===== src/rtl/core/mme_pkg.sv =====
// Shared constants, codes and field widths for the matrix multiply engine.
// No dependencies; every other file of the engine but mme_ram uses it.
`timescale 1ns / 1ps

package mme_pkg;

  localparam int DIM_DEFAULT = 8;

  localparam int FUNC_W  = 2;
  localparam int IDX_W   = 3;
  localparam int VAL_W   = 16;
  localparam int PROD_W  = 32;
  localparam int SUM_W   = 35;
  localparam int MODE_W  = 2;
  localparam int DIM_W   = 4;
  localparam int CFG_IW  = 3;
  localparam int CFG_DW  = 4;

  localparam logic [DIM_W-1:0] DIM_RESET = 4'd8;

  // transaction codes on the input channel
  localparam logic [FUNC_W-1:0] FUNC_WR_A = 2'd0;
  localparam logic [FUNC_W-1:0] FUNC_WR_B = 2'd1;
  localparam logic [FUNC_W-1:0] FUNC_RUN  = 2'd2;

  // multiply modes
  localparam logic [MODE_W-1:0] MODE_AB  = 2'd0;
  localparam logic [MODE_W-1:0] MODE_ATB = 2'd1;
  localparam logic [MODE_W-1:0] MODE_ABT = 2'd2;

  // register indexes
  localparam logic [CFG_IW-1:0] REG_MODE   = 3'd0;
  localparam logic [CFG_IW-1:0] REG_A_ROWS = 3'd1;
  localparam logic [CFG_IW-1:0] REG_A_COLS = 3'd2;
  localparam logic [CFG_IW-1:0] REG_B_ROWS = 3'd3;
  localparam logic [CFG_IW-1:0] REG_B_COLS = 3'd4;

endpackage


===== src/rtl/core/mme_ram.sv =====
// Generic single-write, single-read RAM with a registered read port.
// No dependencies.
`timescale 1ns / 1ps

module mme_ram #(
  parameter int WIDTH = 16,
  parameter int DEPTH = 64
) (
  input  logic                     clk_i,
  input  logic                     we_i,
  input  logic [$clog2(DEPTH)-1:0] waddr_i,
  input  logic [WIDTH-1:0]         wdata_i,
  input  logic                     re_i,
  input  logic [$clog2(DEPTH)-1:0] raddr_i,
  output logic [WIDTH-1:0]         rdata_o
);

  logic [WIDTH-1:0] mem [DEPTH];

  always_ff @(posedge clk_i) begin
    if (we_i) begin
      mem[waddr_i] <= wdata_i;
    end
  end

  // read data holds while re_i is low
  always_ff @(posedge clk_i) begin
    if (re_i) begin
      rdata_o <= mem[raddr_i];
    end
  end

endmodule


===== src/rtl/core/matrix_multiply_engine_top.sv =====
// Matrix multiply engine: two element stores in RAM and a multiply-accumulate pipeline.
// Depends on mme_pkg and mme_ram.
//
//   channel  direction  handshake            payload
//   in       slave      in_valid_i/ready_o   func, row, col, value
//   out      master     out_valid_o/ready_i  row, col, sum, error, last
//   cfg      slave      cfg_we_i             cfg_idx_i, cfg_data_i
//
// A run first enters the run state, then issues one multiply-accumulate per cycle, while the
// output is not stalled, through the single read port of each store; each product is
// registered (multiply), then accumulated (accumulate) into the output register. The next
// transaction is taken once the pipeline has drained. A dimension error gives one result
// on the next cycle. Output back-pressure freezes the whole pipeline.
// Stores are not cleared on reset; registers reset to 0 / 8 / 8 / 8 / 8.
`timescale 1ns / 1ps

module matrix_multiply_engine_top #(
  parameter int DIM = mme_pkg::DIM_DEFAULT
) (
  input  logic                                clk_i,
  input  logic                                rst_ni,
  input  logic                                in_valid_i,
  output logic                                in_ready_o,
  input  logic        [mme_pkg::FUNC_W-1:0]   in_func_i,
  input  logic        [mme_pkg::IDX_W-1:0]    in_row_i,
  input  logic        [mme_pkg::IDX_W-1:0]    in_col_i,
  input  logic signed [mme_pkg::VAL_W-1:0]    in_value_i,
  output logic                                out_valid_o,
  input  logic                                out_ready_i,
  output logic        [mme_pkg::IDX_W-1:0]    out_row_o,
  output logic        [mme_pkg::IDX_W-1:0]    out_col_o,
  output logic signed [mme_pkg::SUM_W-1:0]    out_sum_o,
  output logic                                out_error_o,
  output logic                                out_last_o,
  input  logic                                cfg_we_i,
  input  logic        [mme_pkg::CFG_IW-1:0]   cfg_idx_i,
  input  logic        [mme_pkg::CFG_DW-1:0]   cfg_data_i
);

  import mme_pkg::*;

  localparam int CW = $clog2(DIM);
  localparam int AW = $clog2(DIM * DIM);
  localparam int EW = DIM_W + 1;

  localparam logic ST_IDLE = 1'b0;
  localparam logic ST_RUN  = 1'b1;

  typedef struct packed {
    logic          first;
    logic          last_m;
    logic          last_elem;
    logic [CW-1:0] i;
    logic [CW-1:0] j;
  } tag_t;

  function automatic logic dim_ok(input logic [DIM_W-1:0] d);
    dim_ok = (d != '0) && (EW'(d) <= EW'(DIM));
  endfunction

  function automatic logic [AW-1:0] addr(input logic [CW-1:0] r, input logic [CW-1:0] c);
    addr = AW'(r) * AW'(DIM) + AW'(c);
  endfunction

  // configuration
  logic [MODE_W-1:0] mode_q;
  logic [DIM_W-1:0]  a_rows_q, a_cols_q, b_rows_q, b_cols_q;

  always_ff @(posedge clk_i or negedge rst_ni) begin
    if (!rst_ni) begin
      mode_q   <= MODE_AB;
      a_rows_q <= DIM_RESET;
      a_cols_q <= DIM_RESET;
      b_rows_q <= DIM_RESET;
      b_cols_q <= DIM_RESET;
    end else if (cfg_we_i) begin
      case (cfg_idx_i)
        REG_MODE:   mode_q   <= cfg_data_i[MODE_W-1:0];
        REG_A_ROWS: a_rows_q <= cfg_data_i;
        REG_A_COLS: a_cols_q <= cfg_data_i;
        REG_B_ROWS: b_rows_q <= cfg_data_i;
        REG_B_COLS: b_cols_q <= cfg_data_i;
        default: ;
      endcase
    end
  end

  // shape of the result
  logic [DIM_W-1:0] nr, nc, nk;
  logic             shape_ok;

  always_comb begin
    nr       = a_rows_q;
    nc       = b_cols_q;
    nk       = a_cols_q;
    shape_ok = 1'b0;
    case (mode_q)
      MODE_AB: begin
        shape_ok = (a_cols_q == b_rows_q);
      end
      MODE_ATB: begin
        nr       = a_cols_q;
        nk       = a_rows_q;
        shape_ok = (a_rows_q == b_rows_q);
      end
      MODE_ABT: begin
        nc       = b_rows_q;
        shape_ok = (a_cols_q == b_cols_q);
      end
      default: shape_ok = 1'b0;
    endcase
    shape_ok = shape_ok && dim_ok(a_rows_q) && dim_ok(a_cols_q)
               && dim_ok(b_rows_q) && dim_ok(b_cols_q);
  end

  // sequencer and pipeline control
  logic          st_q, st_d;
  logic [CW-1:0] i_q, i_d, j_q, j_d, m_q, m_d;
  logic          v1_q, v2_q;
  tag_t          tag0, tag1_q, tag2_q;
  logic          adv, issue, in_acc, run_acc, wr_ok;
  logic          m_last, j_last, i_last;

  // pipeline moves unless a result is waiting and not taken
  assign adv        = !(out_valid_o && !out_ready_i);
  assign in_ready_o = (st_q == ST_IDLE) && !v1_q && !v2_q && adv;
  assign in_acc     = in_valid_i && in_ready_o;
  assign run_acc    = in_acc && (in_func_i == FUNC_RUN);
  assign issue      = (st_q == ST_RUN) && adv;

  assign m_last = (EW'(m_q) == EW'(nk) - EW'(1));
  assign j_last = (EW'(j_q) == EW'(nc) - EW'(1));
  assign i_last = (EW'(i_q) == EW'(nr) - EW'(1));

  assign tag0 = '{first: (m_q == '0), last_m: m_last, last_elem: i_last && j_last,
                  i: i_q, j: j_q};

  always_comb begin
    st_d = st_q;
    i_d  = i_q;
    j_d  = j_q;
    m_d  = m_q;
    if (run_acc && shape_ok) begin
      st_d = ST_RUN;
      i_d  = '0;
      j_d  = '0;
      m_d  = '0;
    end else if (issue) begin
      if (m_last) begin
        m_d = '0;
        if (j_last) begin
          j_d = '0;
          if (i_last) begin
            st_d = ST_IDLE;
          end else begin
            i_d = i_q + 1'b1;
          end
        end else begin
          j_d = j_q + 1'b1;
        end
      end else begin
        m_d = m_q + 1'b1;
      end
    end
  end

  always_ff @(posedge clk_i or negedge rst_ni) begin
    if (!rst_ni) begin
      st_q <= ST_IDLE;
      i_q  <= '0;
      j_q  <= '0;
      m_q  <= '0;
      v1_q <= 1'b0;
      v2_q <= 1'b0;
    end else begin
      st_q <= st_d;
      i_q  <= i_d;
      j_q  <= j_d;
      m_q  <= m_d;
      if (adv) begin
        v1_q <= issue;
        v2_q <= v1_q;
      end
    end
  end

  // stores
  logic [AW-1:0]    wr_addr, a_raddr, b_raddr;
  logic [VAL_W-1:0] a_rdata, b_rdata;

  assign wr_ok   = (in_row_i < DIM) && (in_col_i < DIM);
  assign wr_addr = addr(CW'(in_row_i), CW'(in_col_i));

  always_comb begin
    case (mode_q)
      MODE_ATB: begin
        a_raddr = addr(m_q, i_q);
        b_raddr = addr(m_q, j_q);
      end
      MODE_ABT: begin
        a_raddr = addr(i_q, m_q);
        b_raddr = addr(j_q, m_q);
      end
      default: begin
        a_raddr = addr(i_q, m_q);
        b_raddr = addr(m_q, j_q);
      end
    endcase
  end

  mme_ram #(.WIDTH(VAL_W), .DEPTH(DIM * DIM)) u_a_store (
    .clk_i   (clk_i),
    .we_i    (in_acc && (in_func_i == FUNC_WR_A) && wr_ok),
    .waddr_i (wr_addr),
    .wdata_i (in_value_i),
    .re_i    (issue),
    .raddr_i (a_raddr),
    .rdata_o (a_rdata)
  );

  mme_ram #(.WIDTH(VAL_W), .DEPTH(DIM * DIM)) u_b_store (
    .clk_i   (clk_i),
    .we_i    (in_acc && (in_func_i == FUNC_WR_B) && wr_ok),
    .waddr_i (wr_addr),
    .wdata_i (in_value_i),
    .re_i    (issue),
    .raddr_i (b_raddr),
    .rdata_o (b_rdata)
  );

  // datapath: tags follow the read, then multiply, then accumulate
  logic signed [PROD_W-1:0] prod_q;
  logic signed [SUM_W-1:0]  acc_q, acc_d;

  always_ff @(posedge clk_i) begin
    if (adv) begin
      tag1_q <= tag0;
      tag2_q <= tag1_q;
      prod_q <= PROD_W'($signed(a_rdata)) * PROD_W'($signed(b_rdata));
    end
  end

  assign acc_d = tag2_q.first ? SUM_W'(prod_q) : acc_q + SUM_W'(prod_q);

  always_ff @(posedge clk_i) begin
    if (adv && v2_q) begin
      acc_q <= acc_d;
    end
  end

  // output register
  logic done;
  assign done = adv && v2_q && tag2_q.last_m;

  always_ff @(posedge clk_i or negedge rst_ni) begin
    if (!rst_ni) begin
      out_valid_o <= 1'b0;
    end else if (done || (run_acc && !shape_ok)) begin
      out_valid_o <= 1'b1;
    end else if (out_ready_i) begin
      out_valid_o <= 1'b0;
    end
  end

  always_ff @(posedge clk_i) begin
    if (done) begin
      out_row_o   <= IDX_W'(tag2_q.i);
      out_col_o   <= IDX_W'(tag2_q.j);
      out_sum_o   <= acc_d;
      out_error_o <= 1'b0;
      out_last_o  <= tag2_q.last_elem;
    end else if (run_acc && !shape_ok) begin
      out_row_o   <= '0;
      out_col_o   <= '0;
      out_sum_o   <= '0;
      out_error_o <= 1'b1;
      out_last_o  <= 1'b1;
    end
  end

endmodule


===== config.mk =====
export PLATFORM = sky130hd
export DESIGN_NAME = matrix_multiply_engine_top
export DESIGN_NICKNAME = d
export VERILOG_FILES = /design/src/rtl/core/mme_pkg.sv /design/src/rtl/core/mme_ram.sv /design/src/rtl/core/matrix_multiply_engine_top.sv
export SDC_FILE = /design/constraint.sdc
export NUM_CORES = 2
export LEC_CHECK = 0
export ABC_AREA = 1
export BUFFER_PORTS_ARGS = -buffer_cell sky130_fd_sc_hd__buf_2
export CAP_MARGIN = 20
export CORE_UTILIZATION = 55
export CTS_BUF_LIST = sky130_fd_sc_hd__clkbuf_16
export CTS_CLUSTER_DIAMETER = 120
export DETAILED_ROUTE_END_ITERATION = 12
export HOLD_SLACK_MARGIN = 0.06
export PLACE_DENSITY = 0.8
export SYNTH_ARGS = -nofsm -noshare
export SYNTH_HDL_FRONTEND = slang
export SYNTH_SLANG_ARGS = --single-unit

===== constraint.sdc =====
create_clock -name clk_i -period 8.4 [get_ports clk_i]
set_clock_uncertainty 0.05 [all_clocks]
set_input_delay 1.26 -clock clk_i [delete_from_list [all_inputs] [get_ports clk_i]]
set_output_delay 1.26 -clock clk_i [all_outputs]
set_load 0.005 [all_outputs]

==> reports/metrics.cfg <==
[worst_setup_path]
endpoint_kind=flip-flop
path_class=flip-flop to flip-flop
rrSetupSlack_ns=2.04
crit_end=prod_q[31]$_DFFE_PN_
crit_start=u_b_store.rdata_o[1]$_DFFE_PP_
cp-start-kind=flip-flop
worstPathRequired_ns=8.94
critPathArrivalTime_ns=6.89
rr_startpoint=u_b_store.rdata_o[1]$_DFFE_PP_
crit_fanout=16
r2r-end=prod_q[31]$_DFFE_PN_
reg2reg_depth=14

[synthesis]
synth-compound-area-share=0.122
netlist_area_sq_um=102000
syn-instance-count=8712
syn_area_per_cell_sq_um=11.8
synthFlopType=edfxtp_1
synth_nets=9134
async_flop_share=0.0138
synth_top_family_by_area=compound AO/OA/AOI/OAI gates
synth-simple-area-share=0.0921
synth_seq_area_share=0.655
synth-seq-cells=2239
post_synth_fa_ha_maj_area_fraction=0.0664
synth-edff-count=2207
synth_warnings=0
synthMuxAreaShare=0
synth_xor_area_frac=0.00402
synth.distinct_cells=47

[routing]
drt-initial-drc-count=10100
vias_per_cell=6.09
totalWireLength_um=268000
drc=0
vias=69200
wire_per_inst_um=23.6
dr.pass1.iters=7
ant_nets=0

[grt]
overflow=0
grt_max_degree=228
antenna_found_initial=13
grt_pass1_wl_um=402000
grt_util_all_layers=0.284
grt_pass1_vias=67100

[clocking]
cts_buffers=208
cts.path.max_buffers=3
clk_latency_ns=0.85
h-tree-depth=4
cts_tree=yes
post_cts_resized=0
clkSinkCount=2239
clkSlewWorstSetupHoldPaths_ns=0.07
clockRootBuffer=clkbuf_16
holdBufCountCts=0
postCtsSetupBuffers=0

[final_layout]
drive_gt1_frac=0.0720
mostFrequentLayoutCell=edfxtp_1
syn_to_final_growth_pct=9.39
final_cell_mix=edfxtp_1, inv_1, o21ai_0
nNetsFinal=9104

[timing]
fin_crit_ns=6.36
worstMarginPinSlew_ns=1.15
rsz0062_at_grt=false
slew_violations=0
max_slew_margin=0.233
finalHoldViolCount=0
max_freq_mhz=157
setup-tns-final_ns=0
period_share=0.757
setup_violations=0

[placed_design]
detailed_place_hpwl_um=161000
portBuffers=80
gp_congestion=0.910

[status]
status=completed

[min_path]
hp-class=flip-flop to flip-flop

[floorplan]
die-area_sq_um=188000
start_util=0.553
rows=158
io_pins=81
core_area_sq_um=185000
die_h_um=434
die_x_um=434

[flow_run]
max_cap_viol_count=0

==> how the worst min path moves through the flow <==
stage	from	end	cells after the start
final	tag1_q[8]$_DFFE_PN_	tag2_q[8]$_DFFE_PN_	0
after detailed placement	tag1_q[8]$_DFFE_PN_	tag2_q[8]$_DFFE_PN_	0
after CTS	tag1_q[8]$_DFFE_PN_	tag2_q[8]$_DFFE_PN_	0
after global routing	tag1_q[8]$_DFFE_PN_	tag2_q[8]$_DFFE_PN_	0
after global placement	tag1_q[7]$_DFFE_PN_	tag2_q[7]$_DFFE_PN_	0
after floorplan	tag1_q[0]$_DFFE_PN_	tag2_q[0]$_DFFE_PN_	0
==> state kept, by name, summed over array words and instances, names as in the netlist, 9 cells and up <==
register / cells
u_a_store.mem: 1024
u_b_store.mem: 1024
acc_q: 35
out_sum_o: 35
prod_q: 32
u_a_store.rdata_o: 16
u_b_store.rdata_o: 16
tag1_q: 9
tag2_q: 9
==> kinds of logic (layout without fill, tap and decap cells) <==
logic type,count (synthesis),after routing
compound gates,2220,2220
flops,2239,2239
other cells,0,7
simple gates,2267,2267
fa+ha+maj,386,386
buf+inv,1553,1701
xor+xnor,47,47
==> cells in the mapped netlist, types with 18 or more instances <==
cell | instances | area (sq um)
ha_1 | 123 | 1540
buf_2 | 198 | 991
inv_1 | 1026 | 3850
o211ai_1 | 512 | 3840
nor2_1 | 894 | 3360
edfxtp_1 | 2207 | 66300
o21ai_0 | 1039 | 5200
nor3_1 | 25 | 125
dfrtp_1 | 27 | 676
buf_1 | 26 | 97.6
buf_4 | 18 | 135
nand3_1 | 565 | 2830
a21oi_1 | 549 | 2750
fa_1 | 263 | 5270
nand2_1 | 720 | 2700
xor2_1 | 31 | 272
clkbuf_1 | 269 | 1010
o21ai_1 | 80 | 400
or2_2 | 21 | 131
==> critical path, cell delays in order, from the launching register on <==
cell      delay (ns)
edfxtp_1        0.78
nand2_1         0.20
inv_1           0.15
fa_1            0.55
fa_1            0.93
fa_1            0.54
fa_1            0.58
fa_1            0.43
fa_1            0.45
ha_1            0.35
a21oi_1         0.20
o21ai_0         0.14
a221oi_1        0.39
o211ai_1        0.18
xor2_1          0.17
==> layout make-up <==
cell class,instances,area (sq um)
antenna,7,17.5
clock buffer,210,5260
clock inverter,178,1370
fill,13800,73100
inverter,1032,3900
multi-input combinational,4920,29300
sequential,2239,67100
tap,2480,3100
timing repair buffer,281,2080
==> layer usage <==
layer,GRT usage,wire (um)
met1,0.378,99600
met2,0.448,125000
met3,0.0547,29900
met4,0.138,13600
met5,0,0
==> stage by stage <==
| step | hold WS [ns] | util | setup slack, ns | cells | instance area, sq um |
|---|---|---|---|---|---|
| finish | 0.373 | 0.605 | 2.04 | 11300 | 112000 |
| global route | 0.372 | 0.605 | 1.74 | 11300 | 112000 |
| global placement | 0.353 | 0.569 | 2.20 | 11000 | 105000 |
| CTS | 0.370 | 0.605 | 2.05 | 11300 | 112000 |
| detailed placement | 0.356 | 0.569 | 2.04 | 11000 | 105000 |
| floorplan | 0.350 | - | 2.73 | 8712 | 102000 |
Power is not shown: default switching activity piles up to over one toggle a cycle in this logic, so the estimate is an artifact.
